**src/rtl/core/laser_scan_polar_to_cartesian_macros.svh**
```systemverilog
// Assertion macros for the laser scan polar-to-cartesian converter.
// Included by the top level; no other dependencies.
`ifndef LASER_SCAN_POLAR_TO_CARTESIAN_MACROS_SVH
`define LASER_SCAN_POLAR_TO_CARTESIAN_MACROS_SVH

`ifndef NO_ASSERTIONS

// same-cycle implication
`define LSP2C_ASSERT_IMPLY(label, clk, rst, ante, cons) \
  label: assert property (@(posedge clk) disable iff (rst) (ante) |-> (cons)) \
    else $error("lsp2c assertion failed");

// fixed-delay implication
`define LSP2C_ASSERT_DELAY(label, clk, rst, ante, n, cons) \
  label: assert property (@(posedge clk) disable iff (rst) (ante) |-> ##n (cons)) \
    else $error("lsp2c latency assertion failed");

// the cause must have held earlier, as sampled by $past
`define LSP2C_ASSERT_PAST(label, clk, rst, ante, cause, n) \
  label: assert property (@(posedge clk) disable iff (rst) (ante) |-> $past(cause, n)) \
    else $error("lsp2c history assertion failed");

`else

`define LSP2C_ASSERT_IMPLY(label, clk, rst, ante, cons)
`define LSP2C_ASSERT_DELAY(label, clk, rst, ante, n, cons)
`define LSP2C_ASSERT_PAST(label, clk, rst, ante, cause, n)

`endif

`endif

```
**src/rtl/core/lsp2c_pkg.sv**
```systemverilog
// Shared types and constants of the laser scan polar-to-cartesian converter.
// No dependencies.
package lsp2c_pkg;

  // field widths
  localparam int RANGE_W = 20;
  localparam int IDX_W   = 11;
  localparam int ANG_W   = 21;
  localparam int STEP_W  = 28;
  localparam int DIST_W  = 20;
  localparam int POS_W   = 21;
  localparam int THETA_W = 19;

  // internal widths
  localparam int PROD_W  = IDX_W + STEP_W;   // index times step
  localparam int ANGF_W  = 41;               // full beat angle, 2^-20 deg
  localparam int XY_W    = 36;               // CORDIC x/y, 14 extra fraction bits
  localparam int Z_W     = 29;               // CORDIC residual angle
  localparam int MAG_W   = 29;               // clamped angle magnitude
  localparam int MAX_CELLS = 24;

  // range gate floor: 0.01 m
  localparam logic [RANGE_W-1:0] MIN_RANGE = 20'd40;

  // angle constants in 2^-20 deg
  localparam logic [Z_W-1:0] DEG90  = 29'd94371840;
  localparam logic [Z_W-1:0] DEG180 = 29'd188743680;
  localparam logic [Z_W-1:0] DEG270 = 29'd283115520;
  localparam logic [Z_W-1:0] DEG360 = 29'd377487360;

  // 360 deg = 45 * 2^23: reduce the high part modulo 45
  localparam int MOD_LOW_W = 23;
  localparam int MOD_HI_W  = ANGF_W - MOD_LOW_W;  // 18
  localparam int MOD_U_W   = MOD_HI_W + 1;        // biased, non-negative
  localparam int MOD_Q_W   = 13;
  localparam int MOD_SHIFT = 24;
  localparam logic [MOD_U_W-1:0] MOD_BIAS  = 19'd131085;  // 45 * 2913
  localparam logic [MOD_U_W-1:0] MOD_RECIP = 19'd372828;  // ceil(2^24 / 45)
  localparam logic [MOD_U_W-1:0] MOD_DIV   = 19'd45;

  // scale factors
  localparam logic [29:0] GAIN_Q30 = 30'd652032874;
  localparam logic [26:0] RAD_PER_DEG_Q32 = 27'd74961321;
  localparam logic [MAG_W-1:0] THETA_CLAMP = 29'd268435456;

  // configuration register indexes
  typedef enum logic [2:0] {
    REG_START_ANGLE    = 3'd0,
    REG_END_ANGLE      = 3'd1,
    REG_ANGLE_STEP     = 3'd2,
    REG_SCAN_DIRECTION = 3'd3,
    REG_MIN_DISTANCE   = 3'd4,
    REG_MAX_DISTANCE   = 3'd5
  } cfg_reg_t;

  // payload handed from cell to cell
  typedef struct packed {
    logic                      keep;
    logic                      flip;
    logic signed [THETA_W-1:0] theta;
    logic signed [XY_W-1:0]    x;
    logic signed [XY_W-1:0]    y;
    logic signed [Z_W-1:0]     z;
  } cell_beat_t;

  // atan(2^-i) in 2^-20 deg
  function automatic logic signed [Z_W-1:0] atan_q20(input int i);
    case (i)
      0:  return 29'sd47185920;
      1:  return 29'sd27855475;
      2:  return 29'sd14718068;
      3:  return 29'sd7471121;
      4:  return 29'sd3750058;
      5:  return 29'sd1876857;
      6:  return 29'sd938658;
      7:  return 29'sd469357;
      8:  return 29'sd234682;
      9:  return 29'sd117342;
      10: return 29'sd58671;
      11: return 29'sd29335;
      12: return 29'sd14668;
      13: return 29'sd7334;
      14: return 29'sd3667;
      15: return 29'sd1833;
      16: return 29'sd917;
      17: return 29'sd458;
      18: return 29'sd229;
      19: return 29'sd115;
      20: return 29'sd57;
      21: return 29'sd29;
      22: return 29'sd14;
      23: return 29'sd7;
      default: return 29'sd0;
    endcase
  endfunction

endpackage

```
**src/rtl/core/lsp2c_out.sv**
```systemverilog
// Output stage: quadrant flip, rounding, saturation and reject zeroing.
// Depends on lsp2c_pkg.
module lsp2c_out import lsp2c_pkg::*; (
  input  logic                      clk,
  input  logic                      rst,
  input  logic                      in_valid,
  input  cell_beat_t                in_beat,
  output logic                      done,
  output logic                      point_kept,
  output logic signed [POS_W-1:0]   x_pos,
  output logic signed [POS_W-1:0]   y_pos,
  output logic signed [THETA_W-1:0] theta_rad
);

  // round at 2^13, drop 14 fraction bits, clamp to 21 bits
  function automatic logic signed [POS_W-1:0] round_sat(input logic signed [XY_W:0] v);
    logic signed [XY_W+1:0] s;
    logic signed [XY_W+1:0] t;
    s = {v[XY_W], v} + 38'sd8192;
    t = s >>> 14;
    if (t > 38'sd1048575) begin
      return 21'sd1048575;
    end else if (t < -38'sd1048576) begin
      return -21'sd1048576;
    end else begin
      return POS_W'(t);
    end
  endfunction

  logic signed [XY_W:0] xf, yf;

  // undo the 180 deg fold
  always_comb begin
    xf = {in_beat.x[XY_W-1], in_beat.x};
    yf = {in_beat.y[XY_W-1], in_beat.y};
    if (in_beat.flip) begin
      xf = -xf;
      yf = -yf;
    end
  end

  always_ff @(posedge clk) begin
    if (rst) begin
      done <= 1'b0;
    end else begin
      done <= in_valid;
    end
  end

  always_ff @(posedge clk) begin
    point_kept <= in_beat.keep;
    if (in_beat.keep) begin
      x_pos     <= round_sat(xf);
      y_pos     <= round_sat(yf);
      theta_rad <= in_beat.theta;
    end else begin
      x_pos     <= '0;
      y_pos     <= '0;
      theta_rad <= '0;
    end
  end

endmodule

```
**config.mk**
```make
export PLATFORM = sky130hd
export DESIGN_NAME = lsp2c_out
export DESIGN_NICKNAME = d
export VERILOG_FILES = /design/src/rtl/core/laser_scan_polar_to_cartesian_macros.svh /design/src/rtl/core/lsp2c_pkg.sv /design/src/rtl/core/lsp2c_out.sv
export SDC_FILE = /design/constraint.sdc
export NUM_CORES = 1
export LEC_CHECK = 0
export BUFFER_PORTS_ARGS = -buffer_cell sky130_fd_sc_hd__buf_2
export CAP_MARGIN = 20
export CELL_PAD_IN_SITES_DETAIL_PLACEMENT = 1
export CELL_PAD_IN_SITES_GLOBAL_PLACEMENT = 1
export CORE_MARGIN = 2
export CORE_UTILIZATION = 35
export CTS_CLUSTER_DIAMETER = 100
export DETAILED_ROUTE_END_ITERATION = 7
export GPL_TIMING_DRIVEN = 0
export PLACE_DENSITY = 0.82
export SLEW_MARGIN = 20
export SYNTH_ARGS = -nofsm -noshare
export SYNTH_HDL_FRONTEND = slang
export SYNTH_SLANG_ARGS = --single-unit
```
**constraint.sdc**
```tcl
create_clock -name clk -period 4.8 [get_ports clk]
set_input_delay 0.24 -clock clk [delete_from_list [all_inputs] [get_ports clk]]
set_output_delay 0.24 -clock clk [all_outputs]
set_load 0.01 [all_outputs]
```
; Word level (Yosys, flattened, before mapping)
; Index checks and enable logic that the tools add are counted.
[totals]
output_inout_bits = 63
register_bits = 63
wordCells = 24
input_bits = 125
[op_classes]
mux = 6
n_bitwise = 1
n_reduce_logical = 2
addsub = 4
magnitude_cmp = 4
[op_table]
columns = operator, n
row1 = "37-bit by 15-bit adder with 38-bit output, second input constant", 2
row2 = 37-bit two-way mux, 2
row3 = 36-bit negator with 37-bit output, 2
row4 = "24-bit by 21-bit > comparator with 1-bit output, second input constant", 2
row5 = "24-bit by 21-bit < comparator with 1-bit output, second input constant", 2
row6 = 21-bit two-way mux, 2
row7 = 20-bit two-way mux, 2
row8 = 2-bit OR reduction, 2
row9 = 1-bit inverter, 1

; Depth between registers and ports, before layout
[logic_depth]
depth_word = 6
mapped_depth = 17
ltp_nobuf = 12

; Worst setup path after synthesis
; OpenSTA, ideal clock, no wires.
[synth_path]
path_type = input to register
from = input in_beat[120] (netlist name)
to = register y_pos[15]
path_buffers = 7
cell_stages = 17
setup_time_ps = 74
path_slack_ps = 1011
required_ps = 4726
arrival_ps = 3715
cell_sequence = clkbuf_1 > clkbuf_8 > clkbuf_8 > clkbuf_8 > clkbuf_1 > clkbuf_1 > o21ai_0 > xnor2_1 > ha_1 > nand3_1 > o211ai_1 > nand4_1 > and3_1 > a2111oi_0 > o211ai_1 > clkbuf_1 > o21ai_0
[synth_via]
elab_chain_len = 5
elab_cells_between_ends = 6
classes_between = 1 x add/sub / 2 x order compare / 3 x mux
[synth_rtl]
columns = item, line_no
row1 = "start, declared", lsp2c_out.sv:7  ; input cell_beat_t in_beat,
row2 = 37-bit two-way mux (*), lsp2c_out.sv:36  ; if (in_beat.flip) begin
row3 = 37-bit by 15-bit adder with 38-bit output (*), lsp2c_out.sv:19  ; s = {v[XY_W], v} + 38'sd8192;
row4 = 24-bit by 21-bit < comparator with 1-bit output, lsp2c_out.sv:23  ; end else if (t < -38'sd1048576) begin
row5 = 21-bit two-way mux, lsp2c_out.sv:23
row6 = 20-bit two-way mux (*), lsp2c_out.sv:21  ; if (t > 38'sd1048575) begin
row7 = "end signal, assigned", lsp2c_out.sv:54  ; y_pos <= round_sat(yf);
row8 = "end, declared", lsp2c_out.sv:11  ; output logic signed [POS_W-1:0] y_pos,
; Mark *: on every way between the ends. The rest lies on a longest branch, timed or not.
; A chain may end at the register's enable or synchronous reset.

; Final worst setup path
[layout_path]
from = input in_beat[29] (netlist name)
to = register y_pos[17]
[layout_via]
elab_chain_len = 6
elab_cells_between_ends = 7
classes_between = 2 x add/sub / 2 x order compare / 3 x mux
[layout_rtl]
columns = item, line_no
row1 = 36-bit negator with 37-bit output, lsp2c_out.sv:38  ; yf = -yf;
row2 = 37-bit two-way mux (*), lsp2c_out.sv:36
row3 = 37-bit by 15-bit adder with 38-bit output (*), lsp2c_out.sv:19
row4 = 24-bit by 21-bit < comparator with 1-bit output, lsp2c_out.sv:23
row5 = 21-bit two-way mux, lsp2c_out.sv:23
row6 = 20-bit two-way mux (*), lsp2c_out.sv:21
; Marks and branches as above.

==> qor.yml <==
finalMaxSlewViolations: 0
clockBufferDepth: 2
overflow: 0
synth_flop_cell: "dfxtp_1"
ys_seq_area_frac: 0.261
num_vias: 5384
clk_pin_slew_ns: 0.05
n_antenna_cell: 0
synth_edf_count: 0
grt_max_degree: 29
grt_pass1_wl_um: 27400
final-setup-viol-count: 0
ys_types: 83
crit_type: "input port to flop"
ys_top_cells_by_area: "dfxtp_1 26%, xnor2_1 8.4%, o21ai_0 5.4%"
dieArea_um2: 14700
synth-warning-count: 0
synth_cells: 601
cts_tree: "yes"
p_leak_nw: 2.58
status: "complete, no violations"
yosysTopAreaCell: "dfxtp_1"
wl_um: 17200
wire_per_inst_um: 18.4
vdd_ir_drop_max_uv: 159
fmax_ghz: 0.238
hold_class: "input port to flop"
ant_nets: 0
syn2layout_area_growth_pct: 25.9
crit_path_end: "y_pos[17]$_SDFF_PN0_"
drtPass1Iterations: 4
drtIter0Drc: 229
syn_nets: 728
avgSynthCellArea_um2: 8.03
timing.final.crit_period_ns: 4.20
antenna_found_initial: 0
max_slew_margin: 0.452
rows: 42
grt_pass1_vias: 5537
async_flop_share: 0
cp-end-kind: "flop"
dp_cells: 923
cp_max_fo: 10
hold_viol: 0
synth_most_common_cell: "dfxtp_1"
initial_core_util: 0.361
die_w_um: 121
dp_slack_ns: -0.905
cts_resized: 0
post-dp-hpwl_um: 13500
fin_ws_ns: 0.600
ys_ff_latch: 63
fin_nets: 884
instances_no_fill: 938
yosys-top-cells-count: "63 x dfxtp_1, 52 x o21ai_0, 49 x nand2_1, 46 x xnor2_1, 34 x nor2_1"
critPathRequiredTime_ns: 5.05
final_area_um2: 6070
htree_num_levels: 3
hold_buffers: 0
clock-sinks: 63
start_kind: "input port"
fillers: 1704
drc_errors: 0
fp.coreArea_um2: 13300
dpl-instance-area_um2: 5770
tightest_slew_ns: 0.815
die_h_um: 121
globalplace.congestion: 0.874
io_buffer_count: 146
yosysTopAreaCellShare: 0.261
root_buffer: "clkbuf_16"
cts_buffers: 9
holdPathStages: 2
power.density_nw_per_um2: 271
synth.cell_area_um2: 4820
crit_arrival_ns: 4.45
cp-startpoint: "in_beat[29]"
viasPerCell: 5.74
grt_setup_unrepaired: "no"
final_layout_size_suffix_gt1_frac: 0.304
utilization: 0.455
maxCapViolCount: 0
grt.total_usage: 0.234
fin_crit_sh: 0.875
io_pins: 188
-- layout make-up --
cell class                 count  area, um^2  share of cell area
tap                          176         220              0.0363
clock inverter                 7        72.6              0.0120
multi-input combinational    473        3150               0.519
sequential                    63        1260               0.208
timing repair buffer         147         738               0.122
inverter                      21        78.8              0.0130
clock buffer                   9         225              0.0371
buffer                        42         322              0.0530
-- worst max-delay path: stages --
cell	delay (ns)
buf_2	0.10
nor4_1	0.44
nand4_1	0.27
clkbuf_1	0.30
clkbuf_1	0.30
o21ai_0	0.26
xnor2_1	0.15
ha_1	0.28
nand3_1	0.11
o211ai_1	0.37
nand4_1	0.15
buf_4	0.21
and3_1	0.18
a2111oi_0	0.49
o211ai_1	0.23
clkbuf_1	0.24
o21ai_0	0.13
-- where the power goes --
group          switching, mW  internal (mW)  total, mW
clock                  0.245          0.402      0.647
sequential            0.0118          0.575      0.586
combinational          0.240          0.172      0.412
-- stage by stage --
| stage | hold WS [ns] | power, mW | TNS (ns) |
|---|---|---|---|
| global placement | 0.398 | 0.990 | -14.49 |
| CTS | 0.0435 | 1.66 | 0 |
| finish | 0.0538 | 1.65 | 0 |
| floorplan | 0.268 | 0.839 | 0 |
| global route | 0.0532 | 1.73 | 0 |
| detailed placement | 0.400 | 1.01 | -18.27 |
-- registers in the layout (all words and copies together), names as in the netlist --
signal and count:
theta_rad 19, y_pos 21, done 1, x_pos 21, point_kept 1
-- worst min-delay path by stage --
stage | startpoint | to | slack, ns
global route | rst | done$_SDFF_PP0_ | 0.05
detailed placement | rst | done$_SDFF_PP0_ | 0.40
finish | rst | done$_SDFF_PP0_ | 0.05
floorplan | in_beat[121] | point_kept$_DFF_P_ | 0.27
global placement | rst | done$_SDFF_PP0_ | 0.40
CTS | rst | done$_SDFF_PP0_ | 0.04
-- placed cells by master (no fill, tap or decap), types with 5 or more instances in the layout --
master	count
a31oi_1	8
xor2_1	21
nor3_1	19
a41o_1	5
a21oi_1	16
clkbuf_16	9
and3_1	7
nor2_1	34
xnor2_1	46
o21ai_2	10
or4_1	5
buf_2	147
nand4_1	15
a31o_2	6
clkbuf_1	23
clkbuf_8	8
dfxtp_1	63
o22ai_1	7
inv_1	21
and4_1	7
or2_2	9
or3_1	9
and2_1	22
nand2_1	49
o31ai_1	7
nor4_1	9
nand3_1	18
o21ai_0	52
-- layer usage --
metal  part of all wire  vias up  GRT usage
li1                   -     2514          -
met1               0.42     2595      0.286
met2               0.48      224      0.392
met3              0.072       51     0.0555
met4              0.031        0     0.0984
met5                  0        -          0
-- cell families (layout without fill, tap and decap cells) --
family                   after synthesis  count (layout)  share of synthesized area
adder cells (fa/ha/maj)                3               3                    0.00726
multiplexers                           3               3                    0.00649
AND/OR/NAND/NOR                      238             238                      0.282
buffers and inverters                 65             226                     0.0846
XOR/XNOR                              67              67                      0.122
AO/OA/AOI/OAI                        162             162                      0.236
flip-flops                            63              63                      0.261
-- timing repair --
item | in CTS | in global routing
setup buffers | 0 | 1
gates cloned | 0 | 0
pin swaps | 0 | 1
endpoints found under the setup margin | 21 | 20
Power figures use the tool's default switching activity.
