<file path="src/rtl/core/laser_scan_polar_to_cartesian_macros.svh">
// Assertion macros for the laser scan polar-to-cartesian converter.
// Included by the top level; no other dependencies.
`ifndef LASER_SCAN_POLAR_TO_CARTESIAN_MACROS_SVH
`define LASER_SCAN_POLAR_TO_CARTESIAN_MACROS_SVH

`ifndef NO_ASSERTIONS

// same-cycle implication
`define LSP2C_ASSERT_IMPLY(label, clk, rst, ante, cons) \
  label: assert property (@(posedge clk) disable iff (rst) (ante) |-> (cons)) \
    else $error("lsp2c assertion failed");

// fixed-delay implication
`define LSP2C_ASSERT_DELAY(label, clk, rst, ante, n, cons) \
  label: assert property (@(posedge clk) disable iff (rst) (ante) |-> ##n (cons)) \
    else $error("lsp2c latency assertion failed");

// the cause must have held earlier, as sampled by $past
`define LSP2C_ASSERT_PAST(label, clk, rst, ante, cause, n) \
  label: assert property (@(posedge clk) disable iff (rst) (ante) |-> $past(cause, n)) \
    else $error("lsp2c history assertion failed");

`else

`define LSP2C_ASSERT_IMPLY(label, clk, rst, ante, cons)
`define LSP2C_ASSERT_DELAY(label, clk, rst, ante, n, cons)
`define LSP2C_ASSERT_PAST(label, clk, rst, ante, cause, n)

`endif

`endif

</file>
<file path="src/rtl/core/lsp2c_pkg.sv">
// Shared types and constants of the laser scan polar-to-cartesian converter.
// No dependencies.
package lsp2c_pkg;

  // field widths
  localparam int RANGE_W = 20;
  localparam int IDX_W   = 11;
  localparam int ANG_W   = 21;
  localparam int STEP_W  = 28;
  localparam int DIST_W  = 20;
  localparam int POS_W   = 21;
  localparam int THETA_W = 19;

  // internal widths
  localparam int PROD_W  = IDX_W + STEP_W;   // index times step
  localparam int ANGF_W  = 41;               // full beat angle, 2^-20 deg
  localparam int XY_W    = 36;               // CORDIC x/y, 14 extra fraction bits
  localparam int Z_W     = 29;               // CORDIC residual angle
  localparam int MAG_W   = 29;               // clamped angle magnitude
  localparam int MAX_CELLS = 24;

  // range gate floor: 0.01 m
  localparam logic [RANGE_W-1:0] MIN_RANGE = 20'd40;

  // angle constants in 2^-20 deg
  localparam logic [Z_W-1:0] DEG90  = 29'd94371840;
  localparam logic [Z_W-1:0] DEG180 = 29'd188743680;
  localparam logic [Z_W-1:0] DEG270 = 29'd283115520;
  localparam logic [Z_W-1:0] DEG360 = 29'd377487360;

  // 360 deg = 45 * 2^23: reduce the high part modulo 45
  localparam int MOD_LOW_W = 23;
  localparam int MOD_HI_W  = ANGF_W - MOD_LOW_W;  // 18
  localparam int MOD_U_W   = MOD_HI_W + 1;        // biased, non-negative
  localparam int MOD_Q_W   = 13;
  localparam int MOD_SHIFT = 24;
  localparam logic [MOD_U_W-1:0] MOD_BIAS  = 19'd131085;  // 45 * 2913
  localparam logic [MOD_U_W-1:0] MOD_RECIP = 19'd372828;  // ceil(2^24 / 45)
  localparam logic [MOD_U_W-1:0] MOD_DIV   = 19'd45;

  // scale factors
  localparam logic [29:0] GAIN_Q30 = 30'd652032874;
  localparam logic [26:0] RAD_PER_DEG_Q32 = 27'd74961321;
  localparam logic [MAG_W-1:0] THETA_CLAMP = 29'd268435456;

  // configuration register indexes
  typedef enum logic [2:0] {
    REG_START_ANGLE    = 3'd0,
    REG_END_ANGLE      = 3'd1,
    REG_ANGLE_STEP     = 3'd2,
    REG_SCAN_DIRECTION = 3'd3,
    REG_MIN_DISTANCE   = 3'd4,
    REG_MAX_DISTANCE   = 3'd5
  } cfg_reg_t;

  // payload handed from cell to cell
  typedef struct packed {
    logic                      keep;
    logic                      flip;
    logic signed [THETA_W-1:0] theta;
    logic signed [XY_W-1:0]    x;
    logic signed [XY_W-1:0]    y;
    logic signed [Z_W-1:0]     z;
  } cell_beat_t;

  // atan(2^-i) in 2^-20 deg
  function automatic logic signed [Z_W-1:0] atan_q20(input int i);
    case (i)
      0:  return 29'sd47185920;
      1:  return 29'sd27855475;
      2:  return 29'sd14718068;
      3:  return 29'sd7471121;
      4:  return 29'sd3750058;
      5:  return 29'sd1876857;
      6:  return 29'sd938658;
      7:  return 29'sd469357;
      8:  return 29'sd234682;
      9:  return 29'sd117342;
      10: return 29'sd58671;
      11: return 29'sd29335;
      12: return 29'sd14668;
      13: return 29'sd7334;
      14: return 29'sd3667;
      15: return 29'sd1833;
      16: return 29'sd917;
      17: return 29'sd458;
      18: return 29'sd229;
      19: return 29'sd115;
      20: return 29'sd57;
      21: return 29'sd29;
      22: return 29'sd14;
      23: return 29'sd7;
      default: return 29'sd0;
    endcase
  endfunction

endpackage

</file>
<file path="src/rtl/core/lsp2c_front.sv">
// Front end: range gate, beam angle, modulo-360 fold, theta and CORDIC seed.
// Six register stages; depends on lsp2c_pkg.
module lsp2c_front import lsp2c_pkg::*; #(
  parameter int MAX_SCAN_POINTS = 2048
) (
  input  logic                      clk,
  input  logic                      rst,
  input  logic                      accept,
  input  logic [RANGE_W-1:0]        range_sample,
  input  logic [IDX_W-1:0]          sample_index,
  input  logic signed [ANG_W-1:0]   start_angle,
  input  logic signed [ANG_W-1:0]   end_angle,
  input  logic [STEP_W-1:0]         angle_step,
  input  logic                      scan_direction,
  input  logic [DIST_W-1:0]         min_distance,
  input  logic [DIST_W-1:0]         max_distance,
  output logic                      beat_valid,
  output cell_beat_t                beat
);

  localparam logic signed [ANGF_W-1:0] CLAMP_POS = 41'sd268435456;
  localparam logic signed [ANGF_W-1:0] CLAMP_NEG = -41'sd268435456;

  // stage valids
  logic s1_valid, s2_valid, s3_valid, s4_valid, s5_valid;

  // stage payloads
  logic                     s1_keep, s2_keep, s3_keep, s4_keep, s5_keep;
  logic [RANGE_W-1:0]       s1_range, s2_range, s3_range, s4_range, s5_range;
  logic [IDX_W-1:0]         s1_idx;
  logic [PROD_W-1:0]        s2_prod;
  logic signed [ANGF_W-1:0] s3_ang;
  logic [MOD_U_W-1:0]       s4_u;
  logic [MOD_Q_W-1:0]       s4_q;
  logic [MOD_LOW_W-1:0]     s4_low;
  logic [MAG_W-1:0]         s4_mag;
  logic                     s4_neg, s5_neg;
  logic [Z_W-1:0]           s5_a;
  logic [55:0]              s5_thp;

  // combinational helpers
  logic                     gate;
  logic signed [ANGF_W-1:0] base_ext, prod_ext, ang_next;
  logic [MOD_U_W-1:0]       u_next;
  logic [2*MOD_U_W-1:0]     q_prod;
  logic [MAG_W-1:0]         mag_next;
  logic                     neg_next;
  logic [MOD_U_W-1:0]       rem_full;
  logic signed [Z_W:0]      a_ext;
  logic signed [Z_W-1:0]    z_next;
  logic                     flip_next;
  logic [49:0]              x_prod;
  logic [56:0]              th_sum;
  logic [20:0]              th_mag;
  logic signed [21:0]       th_s;
  logic signed [THETA_W-1:0] th_next;

  // stage valid chain
  always_ff @(posedge clk) begin
    if (rst) begin
      s1_valid   <= 1'b0;
      s2_valid   <= 1'b0;
      s3_valid   <= 1'b0;
      s4_valid   <= 1'b0;
      s5_valid   <= 1'b0;
      beat_valid <= 1'b0;
    end else begin
      s1_valid   <= accept;
      s2_valid   <= s1_valid;
      s3_valid   <= s2_valid;
      s4_valid   <= s3_valid;
      s5_valid   <= s4_valid;
      beat_valid <= s5_valid;
    end
  end

  // stage 1: range and index gate
  assign gate = (range_sample > MIN_RANGE) && (range_sample > min_distance) &&
                (range_sample < max_distance) &&
                (32'(sample_index) < MAX_SCAN_POINTS);

  always_ff @(posedge clk) begin
    s1_keep  <= gate;
    s1_range <= range_sample;
    s1_idx   <= sample_index;
  end

  // stage 2: index times step
  always_ff @(posedge clk) begin
    s2_keep  <= s1_keep;
    s2_range <= s1_range;
    s2_prod  <= PROD_W'(s1_idx) * PROD_W'(angle_step);
  end

  // stage 3: beam angle in 2^-20 deg
  always_comb begin
    if (scan_direction) begin
      base_ext = {{(ANGF_W-ANG_W-8){end_angle[ANG_W-1]}}, end_angle, 8'd0};
    end else begin
      base_ext = {{(ANGF_W-ANG_W-8){start_angle[ANG_W-1]}}, start_angle, 8'd0};
    end
    prod_ext = $signed({{(ANGF_W-PROD_W){1'b0}}, s2_prod});
    ang_next = scan_direction ? (base_ext - prod_ext) : (base_ext + prod_ext);
  end

  always_ff @(posedge clk) begin
    s3_keep  <= s2_keep;
    s3_range <= s2_range;
    s3_ang   <= ang_next;
  end

  // stage 4: quotient of the high part by 45, clamped theta magnitude
  always_comb begin
    u_next = {s3_ang[ANGF_W-1], s3_ang[ANGF_W-1:MOD_LOW_W]} + MOD_BIAS;
    q_prod = (2*MOD_U_W)'(u_next) * (2*MOD_U_W)'(MOD_RECIP);
    if (s3_ang > CLAMP_POS) begin
      mag_next = THETA_CLAMP;
      neg_next = 1'b0;
    end else if (s3_ang < CLAMP_NEG) begin
      mag_next = THETA_CLAMP;
      neg_next = 1'b1;
    end else if (s3_ang < 0) begin
      mag_next = MAG_W'(-s3_ang);
      neg_next = 1'b1;
    end else begin
      mag_next = MAG_W'(s3_ang);
      neg_next = 1'b0;
    end
  end

  always_ff @(posedge clk) begin
    s4_keep  <= s3_keep;
    s4_range <= s3_range;
    s4_u     <= u_next;
    s4_q     <= q_prod[MOD_SHIFT+MOD_Q_W-1:MOD_SHIFT];
    s4_low   <= s3_ang[MOD_LOW_W-1:0];
    s4_mag   <= mag_next;
    s4_neg   <= neg_next;
  end

  // stage 5: angle modulo 360 deg, theta product
  assign rem_full = s4_u - MOD_U_W'(s4_q) * MOD_DIV;

  always_ff @(posedge clk) begin
    s5_keep  <= s4_keep;
    s5_range <= s4_range;
    s5_a     <= {rem_full[5:0], s4_low};
    s5_thp   <= 56'(s4_mag) * 56'(RAD_PER_DEG_Q32);
    s5_neg   <= s4_neg;
  end

  // stage 6: fold into [-90, 90] deg, seed x, round and saturate theta
  always_comb begin
    a_ext = $signed({1'b0, s5_a});
    if (s5_a >= DEG270) begin
      z_next    = Z_W'(a_ext - $signed({1'b0, DEG360}));
      flip_next = 1'b0;
    end else if (s5_a > DEG90) begin
      z_next    = Z_W'(a_ext - $signed({1'b0, DEG180}));
      flip_next = 1'b1;
    end else begin
      z_next    = $signed(s5_a);
      flip_next = 1'b0;
    end
    x_prod = 50'(s5_range) * 50'(GAIN_Q30);
    th_sum = {1'b0, s5_thp} + (57'd1 << 35);
    th_mag = th_sum[56:36];
    th_s   = s5_neg ? -$signed({1'b0, th_mag}) : $signed({1'b0, th_mag});
    if (th_s > 22'sd262143) begin
      th_next = 19'sd262143;
    end else if (th_s < -22'sd262144) begin
      th_next = -19'sd262144;
    end else begin
      th_next = THETA_W'(th_s);
    end
  end

  always_ff @(posedge clk) begin
    beat.keep  <= s5_keep;
    beat.flip  <= flip_next;
    beat.theta <= th_next;
    beat.x     <= $signed({2'b00, x_prod[49:16]});
    beat.y     <= '0;
    beat.z     <= z_next;
  end

endmodule

</file>
<file path="config.mk">
export PLATFORM = sky130hd
export DESIGN_NAME = lsp2c_front
export DESIGN_NICKNAME = d
export VERILOG_FILES = /design/src/rtl/core/laser_scan_polar_to_cartesian_macros.svh /design/src/rtl/core/lsp2c_pkg.sv /design/src/rtl/core/lsp2c_front.sv
export SDC_FILE = /design/constraint.sdc
export NUM_CORES = 2
export LEC_CHECK = 0
export BUFFER_PORTS_ARGS = -buffer_cell sky130_fd_sc_hd__buf_4
export CELL_PAD_IN_SITES_DETAIL_PLACEMENT = 0
export CELL_PAD_IN_SITES_GLOBAL_PLACEMENT = 2
export CORE_MARGIN = 5
export CORE_UTILIZATION = 38
export DETAILED_ROUTE_END_ITERATION = 6
export GPL_ROUTABILITY_DRIVEN = 0
export PLACE_DENSITY = 0.85
export REMOVE_ABC_BUFFERS = 1
export SYNTH_ARGS = -nofsm -noshare
export SYNTH_HDL_FRONTEND = slang
export SYNTH_SLANG_ARGS = --single-unit
export TNS_END_PERCENT = 10
</file>
<file path="constraint.sdc">
create_clock -name clk -period 7.1 [get_ports clk]
set_input_delay 0.355 -clock clk [delete_from_list [all_inputs] [get_ports clk]]
set_output_delay 0.355 -clock clk [all_outputs]
set_load 0.02 [all_outputs]
</file>
Word level (Yosys, flattened, before mapping):

Cells that the tools add are included.

* register bits: 444
* input bits: 145
* output and inout port bits: 123

* add/sub/neg operators: 9
* multiply operators: 5
* order comparisons: 10
* muxes and demuxes: 10
* reductions and logical operators: 3

Operators with widths (number)
* 2-to-1 mux 29 bit: 3
* 2-to-1 mux 41 bit: 2
* adder 56 x 36 -> 57 bit, second input constant: 1
* multiplier 29 x 27 -> 56 bit, second input constant: 1
* multiplier 20 x 29 -> 49 bit, second input constant: 1
* adder 41 x 40 -> 41 bit: 1
* greater-than comparator 41 x 30 -> 1 bit, second input constant: 1
* less-than comparator 41 x 1 -> 1 bit, second input constant: 1
* less-than comparator 41 x 29 -> 1 bit, second input constant: 1
* subtractor 41 x 40 -> 41 bit: 1
* multiplier 11 x 28 -> 39 bit: 1
* multiplier 19 x 17 -> 35 bit, second input constant: 1
* >= comparator 29 bit, second input constant: 1
* greater-than comparator 29 x 27 -> 1 bit, second input constant: 1
* negator 29 bit: 1
* subtractor 29 x 28 -> 29 bit, second input constant: 1
* subtractor 29 bit, second input constant: 1
* greater-than comparator 22 x 19 -> 1 bit, second input constant: 1
* less-than comparator 22 x 19 -> 1 bit, second input constant: 1
* 2-to-1 mux 22 bit: 1
* negator 21 -> 22 bit: 1
* greater-than comparator 20 bit: 1
* greater-than comparator 20 x 6 -> 1 bit, second input constant: 1
* less-than comparator 20 bit: 1
* 7 further kinds: 10

Longest topological paths before layout:

* depth in word-level cells: 5
* mapped depth: 25
* gate-level depth less buffers: 25

Least setup slack after synthesis:

Ideal clock, no wire load.

* kind: register to register
* from: register s4_mag[6]
* to: register s5_thp[54]
* data arrival time: 6880 ps
* data required time: 7028 ps
* setup slack: 148 ps
* stages on the path, launching flop included: 23
* buffers on the path: 0
* clock period less this slack: 6952 ps
* path through: dfxtp_1 -> inv_1 -> fa_1 -> fa_1 -> inv_1 -> fa_1 -> fa_1 -> fa_1 -> fa_1 -> inv_1 -> fa_1 -> inv_1 -> ha_1 -> a21o_1 -> a21o_1 -> a2111oi_0 -> a2111oi_0 -> o21ai_0 -> a211oi_1 -> nor4_1 -> nor4_1 -> a2111oi_0 -> xnor2_1

* word-level cells in the longest chain between the ends: 1

RTL lines
* start, declared: line lsp2c_front.sv:36 `logic [MAG_W-1:0] s4_mag;`
* start signal, assigned: line lsp2c_front.sv:137 `s4_mag <= mag_next;`
* multiplier 29 x 27 -> 56 bit: line lsp2c_front.sv:148 `s5_thp <= 56'(s4_mag) * 56'(RAD_PER_DEG_Q32);`
* end signal, assigned: line lsp2c_front.sv:148
* end, declared: line lsp2c_front.sv:39 `logic [55:0] s5_thp;`

No other way between the ends.
A chain may end at the register's enable or synchronous reset.

Final worst setup path:

* from: register s4_mag[10]
* to: register s5_thp[53]

The elaborated chain is that of the path after synthesis.

==> results.tsv <==
metric	value	unit
antenna_found_initial	1	
final_cell_mix	1239 x inv_1, 885 x fa_1, 773 x ha_1	
grt_max_degree	72	
syn_area	52200	um^2
io_buffers	229	
rsz0062_at_grt	true	
stdcell_count	7482	
die-area	145000	um^2
fmax	0.147	GHz
ys_seq_elements	402	
netlist-cell-type-count	87	
start_kind	flop	
cts_sinks	402	
final_common_cell	inv_1	
h-tree-depth	2	
pin_count	268	
dpl_cell_area	56700	um^2
ys_warn_count	0	
routed_wl	137000	um
tightest_slew	1000	ps
slew_viol_final	0	
ant_nets	0	
cp_max_fo	5	
maxSlewHeadroom	32.7	%
dp_cells	7351	
worstPathArrival	7340	ps
vias	36500	
status	finished, final reports clean	
gr-usage-all-layers	19.0	%
synth_edf_count	0	
grt_pass1_vias	39300	
cts_root_buffer	clkbuf_16	
dieWidth	381	um
nFillCells	13200	
wl_per_cell	18.4	um
hold_class	primary input to flop	
critPathKind	flop to flop	
period_share	95.9	%
post_synth.cell_area_avg	9.87	um^2
dpl.hpwl	119000	um
whs	182	ps
grt_pass1_wl	220000	um
setup_tns	0	ps
finClkSkew	42.5	ps
area_delta_synth_final	13.2	%
hold_viol_final	0	
cts_tree	done	
drv_cap	0	
rows	136	
cts_buffers	51	
clkTransAtPathRegs	70	ps
dr.pass1.iters	5	
end_kind	flop	
dr.first_iter.drc_count	1651	
final_area	59100	um^2
die_h	381	um
viasPerCell	4.87	
cp_data_required_time	7630	ps
drc_errors	0	
cts.path.max_buffers	3	
period_minus_slack	6810	ps
synth_ff_type	dfxtp_1	
drive_gt1_share	10.0	%
globalRouteOverflowTotal	0	
synth_seq_area_share	15.4	%
async_flop_share	0	%
clock_latency	650	ps
coreArea	137000	um^2
start_util	38.1	%
setup_viol	0	
n_antenna_cell	0	
synth_cells	5289	
fin_nets	7453	
[through the flow]
step | utilization, % | setup slack, ps
final | 43.2 | 289
after global routing | 43.2 | -27.9
after detailed placement | 41.4 | -71.5
after global placement | 41.4 | -101
after CTS | 43.0 | 0.712
after floorplan | - | 148
[kinds of logic after synthesis]
group	Yosys count	synth area share, %
muxes	31	0.673
DFF	402	15.4
adders and majority gates	1662	52.6
other	1	0.00718
xor gates and xnor gates	256	4.31
AOI/OAI and AO/OA	611	7.58
buffers and inverters	1384	10.3
and+or+nand+nor	942	9.13
[metal layers]
layer  up-vias  routed length, um  GRT usage [%]
li1      17300                  -              -
met1     18200              58000           24.1
met2       741              68900           34.0
met3       234               5570           2.31
met4         0               4910           5.93
met5         -                  0              0
[flip-flops by register name, indices dropped and copies added (netlist names), 11 cells and up]
| signal | cells |
|---|---|
| s2_range | 20 |
| s5_a | 29 |
| s4_range | 20 |
| s4_mag | 29 |
| s5_thp | 21 |
| s4_low | 23 |
| beat | 84 |
| s1_idx | 11 |
| s5_range | 20 |
| s2_prod | 39 |
| s1_range | 20 |
| s3_ang | 41 |
| s3_range | 20 |
[cell usage after synthesis, types with 9 or more instances]
master	count	area, um^2
or4_1	9	67.6
o21a_1	26	195
inv_1	1239	4650
o21ai_0	106	531
nor3_1	37	185
nor4_1	31	194
nand4_1	47	294
a21boi_0	9	67.6
and3_1	22	138
o221ai_1	13	114
a211oi_1	16	120
fa_1	887	17800
nand2b_1	29	181
clkbuf_1	91	342
and2_1	133	832
or2_2	12	75.1
mux2_2	23	259
a21o_1	82	616
o2111ai_1	9	78.8
dfxtp_1	402	8050
buf_4	40	300
or3_1	18	113
nor2_1	165	619
nor2b_1	41	257
a21oi_1	194	971
ha_1	775	9700
xnor2_1	163	1430
nand2_1	305	1140
xor2_1	92	806
a31oi_1	27	169
nand3b_1	10	75.1
nand3_1	46	230
o21bai_1	14	105
o31ai_1	21	158
[worst paths after layout]
| path | startpoint | endpoint | slack (ps) | depth (start not counted) |
|---|---|---|---|---|
| worst max-delay path | s4_mag[10] | s5_thp[53] | 290 | 26 |
| worst min-delay path | end_angle[20] | s3_ang[40] | 180 | 4 |
| worst max register to register | s4_mag[10] | s5_thp[53] | 290 | 26 |
| worst min register to register | s3_range[2] | s4_range[2] | 320 | 0 |
[worst max-delay path: stages, from the launching register on]
cell	delay, ps
dfxtp_1	370
inv_1	130
fa_1	520
fa_1	540
inv_1	50
fa_1	520
fa_1	440
fa_1	520
fa_1	540
inv_1	50
fa_1	520
inv_1	40
ha_2	350
a21oi_1	80
nor2_2	140
a2111oi_4	70
buf_4	160
a2111oi_4	320
o21ai_2	90
buf_4	170
a211oi_4	270
nor4_2	80
buf_4	150
buf_4	140
o31ai_4	220
a21oi_2	90
xnor2_1	130
[final cells by class]
class	instances	area, um^2	area share [%]
Sequential cell	402	8060	13.6
Tap cell	1794	2240	3.80
Multi-Input combinational cell	3540	39100	66.2
Timing Repair Buffer	412	3230	5.46
Clock buffer	59	1340	2.26
Inverter	1239	4650	7.86
Clock inverter	36	474	0.802
[timing repair]
item	CTS	global route
buffers inserted	0	2
pin swaps	1	9
endpoints found under the hold margin	38	0
hold buffers	34	0
gates resized for setup	6	46
setup endpoints to repair	6	11
Power is not shown: default switching activity piles up to over one toggle a cycle in this logic, so the estimate is an artifact.
