[src/rtl/core/laser_scan_polar_to_cartesian_macros.svh]
// Assertion macros for the laser scan polar-to-cartesian converter.
// Included by the top level; no other dependencies.
`ifndef LASER_SCAN_POLAR_TO_CARTESIAN_MACROS_SVH
`define LASER_SCAN_POLAR_TO_CARTESIAN_MACROS_SVH

`ifndef NO_ASSERTIONS

// same-cycle implication
`define LSP2C_ASSERT_IMPLY(label, clk, rst, ante, cons) \
  label: assert property (@(posedge clk) disable iff (rst) (ante) |-> (cons)) \
    else $error("lsp2c assertion failed");

// fixed-delay implication
`define LSP2C_ASSERT_DELAY(label, clk, rst, ante, n, cons) \
  label: assert property (@(posedge clk) disable iff (rst) (ante) |-> ##n (cons)) \
    else $error("lsp2c latency assertion failed");

// the cause must have held earlier, as sampled by $past
`define LSP2C_ASSERT_PAST(label, clk, rst, ante, cause, n) \
  label: assert property (@(posedge clk) disable iff (rst) (ante) |-> $past(cause, n)) \
    else $error("lsp2c history assertion failed");

`else

`define LSP2C_ASSERT_IMPLY(label, clk, rst, ante, cons)
`define LSP2C_ASSERT_DELAY(label, clk, rst, ante, n, cons)
`define LSP2C_ASSERT_PAST(label, clk, rst, ante, cause, n)

`endif

`endif

[src/rtl/core/lsp2c_pkg.sv]
// Shared types and constants of the laser scan polar-to-cartesian converter.
// No dependencies.
package lsp2c_pkg;

  // field widths
  localparam int RANGE_W = 20;
  localparam int IDX_W   = 11;
  localparam int ANG_W   = 21;
  localparam int STEP_W  = 28;
  localparam int DIST_W  = 20;
  localparam int POS_W   = 21;
  localparam int THETA_W = 19;

  // internal widths
  localparam int PROD_W  = IDX_W + STEP_W;   // index times step
  localparam int ANGF_W  = 41;               // full beat angle, 2^-20 deg
  localparam int XY_W    = 36;               // CORDIC x/y, 14 extra fraction bits
  localparam int Z_W     = 29;               // CORDIC residual angle
  localparam int MAG_W   = 29;               // clamped angle magnitude
  localparam int MAX_CELLS = 24;

  // range gate floor: 0.01 m
  localparam logic [RANGE_W-1:0] MIN_RANGE = 20'd40;

  // angle constants in 2^-20 deg
  localparam logic [Z_W-1:0] DEG90  = 29'd94371840;
  localparam logic [Z_W-1:0] DEG180 = 29'd188743680;
  localparam logic [Z_W-1:0] DEG270 = 29'd283115520;
  localparam logic [Z_W-1:0] DEG360 = 29'd377487360;

  // 360 deg = 45 * 2^23: reduce the high part modulo 45
  localparam int MOD_LOW_W = 23;
  localparam int MOD_HI_W  = ANGF_W - MOD_LOW_W;  // 18
  localparam int MOD_U_W   = MOD_HI_W + 1;        // biased, non-negative
  localparam int MOD_Q_W   = 13;
  localparam int MOD_SHIFT = 24;
  localparam logic [MOD_U_W-1:0] MOD_BIAS  = 19'd131085;  // 45 * 2913
  localparam logic [MOD_U_W-1:0] MOD_RECIP = 19'd372828;  // ceil(2^24 / 45)
  localparam logic [MOD_U_W-1:0] MOD_DIV   = 19'd45;

  // scale factors
  localparam logic [29:0] GAIN_Q30 = 30'd652032874;
  localparam logic [26:0] RAD_PER_DEG_Q32 = 27'd74961321;
  localparam logic [MAG_W-1:0] THETA_CLAMP = 29'd268435456;

  // configuration register indexes
  typedef enum logic [2:0] {
    REG_START_ANGLE    = 3'd0,
    REG_END_ANGLE      = 3'd1,
    REG_ANGLE_STEP     = 3'd2,
    REG_SCAN_DIRECTION = 3'd3,
    REG_MIN_DISTANCE   = 3'd4,
    REG_MAX_DISTANCE   = 3'd5
  } cfg_reg_t;

  // payload handed from cell to cell
  typedef struct packed {
    logic                      keep;
    logic                      flip;
    logic signed [THETA_W-1:0] theta;
    logic signed [XY_W-1:0]    x;
    logic signed [XY_W-1:0]    y;
    logic signed [Z_W-1:0]     z;
  } cell_beat_t;

  // atan(2^-i) in 2^-20 deg
  function automatic logic signed [Z_W-1:0] atan_q20(input int i);
    case (i)
      0:  return 29'sd47185920;
      1:  return 29'sd27855475;
      2:  return 29'sd14718068;
      3:  return 29'sd7471121;
      4:  return 29'sd3750058;
      5:  return 29'sd1876857;
      6:  return 29'sd938658;
      7:  return 29'sd469357;
      8:  return 29'sd234682;
      9:  return 29'sd117342;
      10: return 29'sd58671;
      11: return 29'sd29335;
      12: return 29'sd14668;
      13: return 29'sd7334;
      14: return 29'sd3667;
      15: return 29'sd1833;
      16: return 29'sd917;
      17: return 29'sd458;
      18: return 29'sd229;
      19: return 29'sd115;
      20: return 29'sd57;
      21: return 29'sd29;
      22: return 29'sd14;
      23: return 29'sd7;
      default: return 29'sd0;
    endcase
  endfunction

endpackage

[src/rtl/core/lsp2c_cordic_cell.sv]
// One CORDIC rotation cell: a single micro-rotation by atan(2^-SHIFT).
// Depends on lsp2c_pkg.
module lsp2c_cordic_cell import lsp2c_pkg::*; #(
  parameter int SHIFT = 0
) (
  input  logic       clk,
  input  logic       rst,
  input  logic       in_valid,
  input  cell_beat_t in_beat,
  output logic       out_valid,
  output cell_beat_t out_beat
);

  localparam logic signed [Z_W-1:0] ATAN = atan_q20(SHIFT);

  logic signed [XY_W-1:0] xin, yin, dx, dy;
  logic signed [Z_W-1:0]  zin;

  assign xin = in_beat.x;
  assign yin = in_beat.y;
  assign zin = in_beat.z;
  // arithmetic shifts floor toward minus infinity
  assign dx  = yin >>> SHIFT;
  assign dy  = xin >>> SHIFT;

  always_ff @(posedge clk) begin
    if (rst) begin
      out_valid <= 1'b0;
    end else begin
      out_valid <= in_valid;
    end
  end

  // rotate toward zero residual angle
  always_ff @(posedge clk) begin
    out_beat.keep  <= in_beat.keep;
    out_beat.flip  <= in_beat.flip;
    out_beat.theta <= in_beat.theta;
    if (!zin[Z_W-1]) begin
      out_beat.x <= xin - dx;
      out_beat.y <= yin + dy;
      out_beat.z <= zin - ATAN;
    end else begin
      out_beat.x <= xin + dx;
      out_beat.y <= yin - dy;
      out_beat.z <= zin + ATAN;
    end
  end

endmodule

[config.mk]
export PLATFORM = sky130hd
export DESIGN_NAME = lsp2c_cordic_cell
export DESIGN_NICKNAME = d
export VERILOG_FILES = /design/src/rtl/core/laser_scan_polar_to_cartesian_macros.svh /design/src/rtl/core/lsp2c_pkg.sv /design/src/rtl/core/lsp2c_cordic_cell.sv
export SDC_FILE = /design/constraint.sdc
export NUM_CORES = 1
export LEC_CHECK = 0
export ABC_AREA = 1
export ABC_CLOCK_PERIOD_IN_PS = 1900
export BUFFER_PORTS_ARGS = -buffer_cell sky130_fd_sc_hd__buf_2
export CELL_PAD_IN_SITES_DETAIL_PLACEMENT = 0
export CELL_PAD_IN_SITES_GLOBAL_PLACEMENT = 1
export CORE_ASPECT_RATIO = 1.75
export CORE_UTILIZATION = 34
export DETAILED_ROUTE_END_ITERATION = 12
export HOLD_SLACK_MARGIN = 0.15
export PLACE_DENSITY = 0.86
export SLEW_MARGIN = 20
export SYNTH_ARGS = -nofsm -noshare
export SYNTH_HDL_FRONTEND = slang
export SYNTH_SLANG_ARGS = --single-unit
[constraint.sdc]
create_clock -name clk -period 1.9 [get_ports clk]
set_input_delay 0.095 -clock clk [delete_from_list [all_inputs] [get_ports clk]]
set_output_delay 0.095 -clock clk [all_outputs]
set_load 0.005 [all_outputs]
-- Word level (Yosys, flattened, before mapping)
Index checks and enable logic that the tools add are counted.
Widths: inputs -> output; s select.
- flip-flop bits (word level): 123
- input port bits: 125
- output and inout port bits: 123
- word-level logic and storage cells: 13
- $add $sub $neg: 5
- muxes and demuxes: 1
- operator list (cell ; count):
    $mux 101 ; 1
    $sub 36x36->36 ; 2
    $add 36x36->36 ; 1
    $add 29x27->29 const B ; 1
    $sub 29x27->29 const B ; 1

-- Logic depth before layout (Yosys ltp)
Gate-level depths: netlist (run 1).
- depth after elaboration: 2
- depth in mapped cells: 17
- gate-level depth less buffers: 17

-- Worst setup path before layout (run 1)
No wires, ideal clock.
- kind: input-to-reg
- from: in in_beat[28] (netlist bit)
- to: reg out_beat[28] (netlist bit)
- library setup time: 0.070 ns
- arrival: 1.740 ns
- data required time: 1.830 ns
- path slack: 0.090 ns
- stages on the path: 10
- path buffers: 2
- cells stage by stage: clkbuf_1 clkinv_1 buf_2 fa_1 nand3_1 nand2_1 a21oi_1 o21bai_1 a21o_1 a21oi_1
- cells in the longest elaborated chain, start to end: 2
- elaborated cells on any way between the ends: 3
- those cells by class: add/sub: 2; mux: 1
- RTL lines (what ; RTL line ; text):
    start, declared ; lsp2c_cordic_cell.sv:9 ; input cell_beat_t in_beat,
    $sub 29x27->29 / $add 29x27->29 (equally long branches) ; lsp2c_cordic_cell.sv:42, lsp2c_cordic_cell.sv:46 ;
    $mux 101 * ; lsp2c_cordic_cell.sv:39 ; if (!zin[Z_W-1]) begin
    end, declared ; lsp2c_cordic_cell.sv:11 ; output cell_beat_t out_beat
Every way passes the cells marked *; elsewhere a longest branch is shown, timed or not.
A chain may end at the register's enable or synchronous reset.

-- Worst setup path in the final report (run 1)
- from: in in_beat[65] (netlist bit)
- to: reg out_beat[66] (netlist bit)
- cells in the longest elaborated chain, start to end: 2
- elaborated cells on any way between the ends: 3
- those cells by class: add/sub: 2; mux: 1
- RTL lines (what ; RTL line):
    $sub 36x36->36 / $add 36x36->36 (equally long branches) ; lsp2c_cordic_cell.sv:40, lsp2c_cordic_cell.sv:44
    $mux 101 * ; lsp2c_cordic_cell.sv:39
Marks and branches as above.

==> results of run 1 <==
==> critical path, stage by stage <==
cell	delay [ps]
buf_2	100
inv_1	40
ha_1	220
fa_1	490
dlygate4sd3_1	540
o21ai_0	80
dlygate4sd3_1	570
==> state kept, by name, summed over array words and instances, names as in the netlist <==
| signal | count |
|---|---|
| out_beat | 121 |
| out_valid | 1 |
==> logic make-up (layout without fill, tap and decap cells) <==
family | count (synthesis) | after routing | synth area share [%]
and+or+nand+nor | 898 | 898 | 34.8
xor gates and xnor gates | 37 | 37 | 2.99
buffers and inverters | 353 | 917 | 13.6
adders and majority gates | 116 | 116 | 13.7
DFF | 122 | 122 | 22.5
AOI/OAI and AO/OA | 249 | 249 | 12.4
==> layout make-up <==
type,count,area (µm²)
repair buffers,580,3910
flip-flops and latches,122,2440
clock inverters,15,146
well taps,396,495
clock buffers,17,425
multi-input cells,1300,6930
fillers,3259,15900
inverters,305,1140
==> routing by layer <==
layer,GRT usage [%],share of wire (%)
met5,0,0
met4,22.1,8.5
met3,2.57,4.5
met2,52.2,53
met1,26.0,34
==> power by group <==
group / switching [mW] / internal, mW
Clock: 1.44 / 1.73
Sequential: 0.0992 / 2.92
Combinational: 2.40 / 1.82
==> worst paths after layout <==
kind	cells after the start	end	slack, ps
max	7	out_beat[66]	80
min	3	out_beat[22]	170
==> Yosys cell counts, types with 4 or more instances <==
| cell | number | area [µm²] |
|---|---|---|
| fa_1 | 4 | 80.1 |
| buf_2 | 9 | 45.0 |
| nor2_1 | 133 | 499 |
| ha_1 | 112 | 1400 |
| nand3_1 | 159 | 796 |
| or2_2 | 4 | 25.0 |
| buf_6 | 5 | 56.3 |
| o21bai_1 | 19 | 143 |
| o21ai_2 | 4 | 35.0 |
| nand2_1 | 539 | 2020 |
| o21ai_0 | 78 | 390 |
| clkbuf_1 | 7 | 26.3 |
| a21oi_1 | 124 | 621 |
| o22ai_1 | 6 | 37.5 |
| dfxtp_1 | 122 | 2440 |
| and2_1 | 5 | 31.3 |
| nand2_2 | 11 | 68.8 |
| inv_2 | 7 | 26.3 |
| o21ai_1 | 9 | 45.0 |
| nor3_1 | 6 | 30.0 |
| nor2_2 | 16 | 100 |
| nand4_1 | 11 | 68.8 |
| inv_1 | 296 | 1110 |
| buf_4 | 26 | 195 |
| xor2_1 | 37 | 324 |
==> timing repair <==
action / 4_1_cts / 5_1_grt
endpoints found under the setup margin: 0 / 6
hold endpoints to repair: 56 / 0
setup buffers: 0 / 0
gates resized for setup: 0 / 3
hold buffers: 60 / 0
==> metrics.txt, run 1 <==
period utilization 95.7%; Crit path required time 2220 ps; P&R area growth vs syn 43.0%; Min-Delay Path Class primary input to flip-flop; CTS Sinks 122; chip height 238 µm; Die Wd 137 µm; final setup TNS 0 ps; final wirelength approximately 44000 µm; Syn Inst Count around 1800; yosys warns 0; GR Overflow Total 0; I/O Buffers 247; # rows 86; Fmax between 500 and 600 MHz; Pins Over Slew Limit 0; Seq/Total Area, Yosys 22.5%; Arr. time, crit path 2140 ps; Non-Filler Instances 2735; ANT cells 0; Overall Power between 10 and 15 mW; initial antenna violation count 0; Placer Congestion 0.981; via count between 10000 and 15000; Min Clock Period, post-route 1820 ps; power density cells 672 nW/µm²; Worst Slack Setup Final 81.1 ps; total CTS buffers 17; Max Cap Viol 0; first-pass GRT wire length 66900 µm; maximum vdd drop a little under 0.9 mV; core box area 31400 µm²; RSZ-0062 raised after global routing no; critical path peak fanout 3; TritonCTS clock tree yes; dpl cells 2643; drt via density between 4 and 5; status finished, final reports clean; final core utilization roughly 49%; share of layout cells above drive strength 1 roughly 26%; top_reg_cell synth dfxtp_1; hold_ws between 150 and 200 ps; nets between 2000 and 3000; IO Count 248; Final Setup Violations 0; critical path startpoint in_beat[65]; CTS H-Tree Depth 4; vias in the first global route 13344; Avg WL per Cell about 16 µm; Syn Nets 2016; Synth Cell Area 10800 µm²; most frequent cells in the layout 539 x nand2_1, 296 x inv_1, 271 x buf_4; drt pass-1 iters 5; clk buf depth 2; root cell of the clock tree clkbuf_16; Final HPWL DP 37100 µm; 1st-iter DRT viols 809; GRT Total Usage between 20 and 30%; Detail Route Antenna Nets 0; Hold Startpoint in_beat[28]; Residual DRC 0; commonest non-fill, non-tap cell in the layout nand2_1; flops & latches, synth roughly 120; Crit Path Category primary input to flip-flop; largest net degree at the start of global routing 64; Post-Place Worst Slack -265 ps; Synth cell types 45; Hold Fails Final Rpt 0; fin area 15500 µm²; Post-synth ARST share 0%; worst slew pin tran 584 ps; Post-synth EDFFs 0; initial core utilization 34.5%; Worst setup SP type primary input; Worst-path clk slew 60 ps; Synth Area per Inst 6.10 µm²; die area between 30000 and 40000 µm²; crit path capture type flip-flop; Leak Pwr around 8.8 nW; Placed Area 14300 µm²; Relative slew margins 61.1%
No activity file was read; power rests on OpenSTA's default activity.
==> inputs of run 2 (changes only) <==
- ABC_AREA: 1 -> 0
- CORE_MARGIN: default -> 10
- CORE_UTILIZATION: 34 -> 35
- PLACE_DENSITY: 0.86 -> 0.85
==> run 2 against run 1 <==
Cell count shrank 19%. Worst setup slack lost 350 ps. Wire length grew 5.0%. Die area grew 4.3%. The flow now finishes with violations (setup timing). Cell area grew 12%. Critical endpoint is now out_beat[98].
==> metrics.txt, run 2 <==
status finished with violations; violated checks setup timing; Min-Delay Path Class primary input to flip-flop; P&R area growth vs syn 84.4%; Residual DRC 0 (unchanged); Relative slew margins 53.3% (-7.8 points); Worst-path clk slew 60 ps (about the same); worst slew pin tran 700 ps (+116 ps); final setup TNS -2430 ps (-2430 ps); power density cells 690 nW/µm² (+2.6%); Top Registers out_beat x121, out_valid x1; post-synthesis compound-gate area fraction 26.4% (+14 points); post-synth top area share 26.0% (+3.5 points); CTS H-Tree Depth 4 (unchanged); maximum vdd drop 0.689 mV (-21%); GRT Total Usage 26.3% (-1.2 points); nets 2123 (-17%); largest area contributor in the netlist dfxtp_1; period utilization 114% (+18 points); Seq/Total Area, Yosys 26.0% (+3.5 points); Arr. time, crit path 2510 ps (+370 ps); top cells by count, synth 122 x a21oi_1, 122 x dfxtp_1, 114 x inv_1; Crit path required time 2240 ps (+20 ps); Synth Cell Area 9390 µm² (-13%); Min Clock Period, post-route 2170 ps (+351 ps); Synth cell types 87 (+93%); # rows 79 (-8.1%); CTS Sinks 122 (unchanged); via count 11715 (-12%); Synth Area per Inst 7.94 µm² (+30%); Syn Inst Count 1182 (-33%); Worst setup SP type primary input; Fmax 461 MHz (-16%); Hold Fails Final Rpt 0 (unchanged); Max Cap Viol 0 (unchanged); yosys warns 0 (unchanged); Avg WL per Cell 21.0 µm (+29%); Post-synth EDFFs 0 (unchanged); mux cell area share after synthesis 1.72% (+1.7 points); Placer Congestion 0.970 (-1.2%); chip height 237 µm (-0.64%); Largest stage delay, worst path 480 ps (-90 ps); CP max stage cell nand4_1; Syn Nets 1423 (-29%); drt via density 5.28 (+8.6%); RSZ-0062 raised after global routing yes; vias in the first global route 12561 (-5.9%); initial antenna violation count 0 (unchanged); Final HPWL DP 36600 µm (-1.5%); TritonCTS clock tree yes; crit path capture type flip-flop; Largest register FFs 121 (unchanged); hold depth 4 (+1); ANT cells 0 (unchanged); hold path endpoint out_beat[66]; post-synthesis xor/xnor area fraction 6.72% (+3.7 points); largest family of logic cells by synthesized area compound AO/OA/AOI/OAI gates; drt pass-1 iters 5 (unchanged); IO Count 248 (unchanged); flops & latches, synth 122 (unchanged); Crit Path Category primary input to flip-flop; Worst Slack Setup Final -270 ps (-351 ps); most frequent cells in the layout 406 x buf_4, 223 x buf_2, 122 x dfxtp_1; Pins Over Slew Limit 0 (unchanged); top_reg_cell synth dfxtp_1; first-pass GRT wire length 68500 µm (+2.4%); root cell of the clock tree clkbuf_16; Leak Pwr 8.11 nW (-7.8%); commonest non-fill, non-tap cell in the layout buf_4; Synth Area in Simple Gates 16.2% (-19 points); largest net degree at the start of global routing 44 (-31%); initial core utilization 35.4% (+0.95 points); most used cell, CP buf_4; share of layout cells above drive strength 1 52.2% (+26 points); GR Overflow Total 0 (unchanged); core box area 26500 µm² (-16%); fillcell total 2227 (-32%); Detail Route Antenna Nets 0 (unchanged); Post-synth ARST share 0% (unchanged); Biggest register out_beat; cell-by-cell trace of the critical path buf_2 > ha_4 > buf_4 > nand2_1 > buf_4 > nor3_1 > nand4_1 > buf_4 > o21ai_2 > buf_4 > o211ai_1 > xnor2_1; total CTS buffers 17 (unchanged); die area 34000 µm² (+4.3%); largest cells by area after synthesis dfxtp_1 26%, ha_1 15%, a21oi_1 6.5%; critical path peak fanout 6 (+3); Adder-Cell Fraction of Synth Area 15.8% (+2.1 points); clk buf depth 2 (unchanged); final wirelength 46600 µm (+5.0%); 1st-iter DRT viols 509 (-37%); Post-Place Worst Slack -1010 ps (-747 ps); Die Wd 144 µm (+5.0%); Hold Startpoint in_beat[30]; I/O Buffers 247 (unchanged); crit path buf inv count 5 (+1); Final Setup Violations 30 (+30); CP top delay family buffers and inverters
## run 2: changes by cell type in the layout (fill, tap and decap cells not counted), sizes merged, moves of 13 or more
| cell | delta |
|---|---|
| o211ai | +15 |
| nand2 | -491 |
| a21o | +30 |
| mux2i | +15 |
| nor2 | -46 |
| nor3 | +25 |
| xnor2 | +63 |
| xor2 | -28 |
| nor2b | +19 |
| buf | +154 |
| inv | -192 |
| a211oi | +13 |
| nand3 | -143 |
## run 2: final cells by class
type	instances	area [µm²]	area share, %
Clock buffer	18	439	2.54
Timing Repair Buffer	732	5360	31.0
Inverter	118	512	2.96
Clock inverter	14	161	0.933
Sequential cell	122	2440	14.1
Multi-Input combinational cell	891	7990	46.2
Tap cell	324	405	2.34
## run 2: report_power, final
part           internal (mW)  total (mW)  switching [mW]
combinational           2.69        5.39            2.71
clock                   1.99        3.39            1.39
sequential              3.01        3.16           0.149
## run 2: per-layer routing
metal	GRT usage (%)	vias to the layer above	routed length [µm]
met2	50.9	488	25100
met3	4.81	216	2440
met4	22.4	0	4450
met5	0	-	0
met1	21.7	5500	14600
li1	-	5511	-
## run 2: worst max path at each step
stage | startpoint | to | cells past startpoint
finish | in_beat[88] | out_beat[98] | 12
global route | in_beat[53] | out_beat[98] | 13
CTS | in_beat[65] | out_beat[45] | 12
detailed placement | in_beat[65] | out_beat[95] | 13
global placement | in_beat[65] | out_beat[95] | 13
floorplan | in_beat[69] | out_beat[52] | 10
## run 2: repair_timing
item                                   CTS  global route
setup buffers                           33            29
hold buffers                            58             0
gates resized for setup                153           184
endpoints found under the hold margin   58             0
setup endpoints to repair               49            49
pin swaps                               89           140
## run 2: through the flow
step                utilization, %  hold WS, ps  total power, mW  area [µm²]  std cells
finish                        65.3          139             11.9       17300       2219
global route                  65.3          175             12.5       17300       2219
CTS                           61.5          154             11.5       16300       2193
detailed placement            53.3          199             7.61       14100       2070
global placement              53.3          198             7.58       14100       2070
floorplan                        -          123             5.26        9990       1182
## run 2: cells by family after synthesis
logic type | after synthesis
compound gates | 380
simple gates | 307
buf+inv | 169
flops | 122
fa+ha+maj | 116
xor+xnor | 72
mux | 16
==> inputs of run 3 (changes only) <==
- CORE_ASPECT_RATIO: 1.75 -> default
- TNS_END_PERCENT: default -> 1
==> run 3 against run 2 <==
Cell count is 2.7% lower. Non-clock buffer count is 71 lower. The flow still finishes with violations (setup timing). Via count is 6.6% lower. Sequential power hardly changed.
==> metrics.txt, run 3 (same netlist as run 2, synthesis figures left out) <==
status finished with violations; violated checks setup timing; Detail Route Antenna Nets 0 (unchanged); fillcell total 2327 (+4.5%); max layer used met4; GRT Total Usage 23.2% (-3.1 points); Largest stage delay, worst path 280 ps (-200 ps); period utilization 114% (about the same); Final HPWL DP 31900 µm (-13%); most used cell, CP a21o_1; Crit path required time 2200 ps (-40 ps); Leak Pwr 7.57 nW (-6.7%); CP max stage cell ha_4; fin area 15600 µm² (-9.8%); via count 10939 (-6.6%); first-pass GRT wire length 62600 µm (-8.6%); power density cells 716 nW/µm² (+3.8%); most frequent cells in the layout 352 x buf_4, 243 x buf_2, 122 x dfxtp_1; WL met2 18600 µm (-26%); WL met3 2880 µm (+18%); Max Cap Viol 0 (unchanged); P&R area growth vs syn 66.3%; Hold Fails Final Rpt 0 (unchanged); GR Overflow Total 0 (unchanged); Pins Over Slew Limit 0 (unchanged); ANT cells 0 (unchanged); drt pass-1 iters 7 (+2); # rows 59 (-25%); Relative slew margins 41.3% (-12 points); Worst setup SP type primary input; Largest register FFs 121 (unchanged); maximum vdd drop 0.467 mV (-32%); Worst Slack Setup Final -269 ps (+1.55 ps); Fmax 461 MHz (about the same); Residual DRC 0 (unchanged); Placed Area 13500 µm² (-4.3%); Avg WL per Cell 18.6 µm (-12%); final wirelength 40100 µm (-14%); nets 2052 (-3.3%); Final Setup Violations 38 (+27%); Top Registers out_beat x121, out_valid x1; Non-Filler Instances 2158 (-2.7%); TritonCTS clock tree yes; 1st-iter DRT viols 792 (+56%); Overall Power 11.2 mW (-6.4%); IO Count 248 (unchanged); chip height 184 µm (-22%); initial core utilization 35.8% (+0.38 points); dpl cells 2057 (-0.63%); largest net degree at the start of global routing 68 (+55%); Min Clock Period, post-route 2170 ps (-1.55 ps); crit path capture type flip-flop; Worst-path clk slew 60 ps (about the same); CTS Sinks 122 (unchanged); Min-Delay Path Class primary input to flip-flop; share of layout cells above drive strength 1 43.6% (-8.6 points); RSZ-0062 raised after global routing yes; drt via density 5.07 (-4.0%); worst slew pin tran 881 ps (+181 ps); I/O Buffers 247 (unchanged); WL met1 17700 µm (+21%); initial antenna violation count 0 (unchanged); die area 33800 µm² (-0.76%); critical path peak fanout 8 (+2); final setup TNS -5090 ps (-2660 ps); root cell of the clock tree clkbuf_16; vias in the first global route 11412 (-9.1%); commonest non-fill, non-tap cell in the layout buf_4; clk buf depth 2 (unchanged); total CTS buffers 17 (unchanged); cell-by-cell trace of the critical path buf_2 > ha_4 > a21o_1 > a31o_4 > a21o_1 > o221a_4 > a211oi_4 > buf_6 > o31ai_4 > o21ba_1 > o31a_1 > xnor2_2; core box area 26200 µm² (-1.1%); Biggest register out_beat; Die Wd 184 µm (+28%); Arr. time, crit path 2470 ps (-40 ps); Placer Congestion 0.929 (-4.2%); Crit Path Category primary input to flip-flop; CTS H-Tree Depth 4 (unchanged)
## run 3: changes by cell type in the layout (fill, tap and decap cells not counted), sizes merged
cell         delta
buf            -69
bufinv          +1
clkinv          +2
clkinvlp        -2
dlygate4sd3     -2
inv             -2
## run 3: what timing repair did
item | CTS | global route
setup buffers | 11 | 3
pin swaps | 54 | 37
gates resized for setup | 122 | 55
endpoints found under the setup margin | 49 | 50
hold buffers | 56 | 0
endpoints found under the hold margin | 56 | 0
## run 3: worst paths after layout
path | startpoint | endpoint | depth (start not counted) | slack (ps)
max | in_beat[69] | out_beat[58] | 12 | -270
min | in_beat[100] | out_beat[100] | 3 | 140
## run 3: per-stage QoR
step	setup slack [ps]	utilization [%]	hold slack, ps
detailed placement	-913	51.6	199
global placement	-945	51.6	197
CTS	-239	58.6	152
floorplan	-266	-	123
global route	-313	59.6	166
finish	-269	59.6	143
## run 3: worst max-delay path, delay by kind of cell
kind	cells	cell delay [ps]
XOR/XNOR	1	150
AO/OA/AOI/OAI	8	1640
buffers and inverters	2	290
adder cells (fa/ha/maj)	1	280
## run 3: metal layers
metal	up-vias	track usage, %
li1	5395	-
met1	5092	29.6
met2	404	38.6
met3	48	4.37
met4	0	7.64
met5	-	0
## run 3: final cells by class
class | instances | area [µm²] | area share, %
repair buffers | 661 | 4540 | 29.1
well taps | 335 | 419 | 2.68
clock inverters | 13 | 169 | 1.08
clock buffers | 18 | 439 | 2.81
flip-flops and latches | 122 | 2440 | 15.6
multi-input cells | 891 | 7150 | 45.8
inverters | 118 | 450 | 2.89
## run 3: power breakdown
| group | total (mW) | internal, mW | switching, mW |
|---|---|---|---|
| Combinational | 4.58 | 2.24 | 2.33 |
| Sequential | 3.14 | 3.01 | 0.131 |
| Clock | 3.46 | 2.11 | 1.35 |
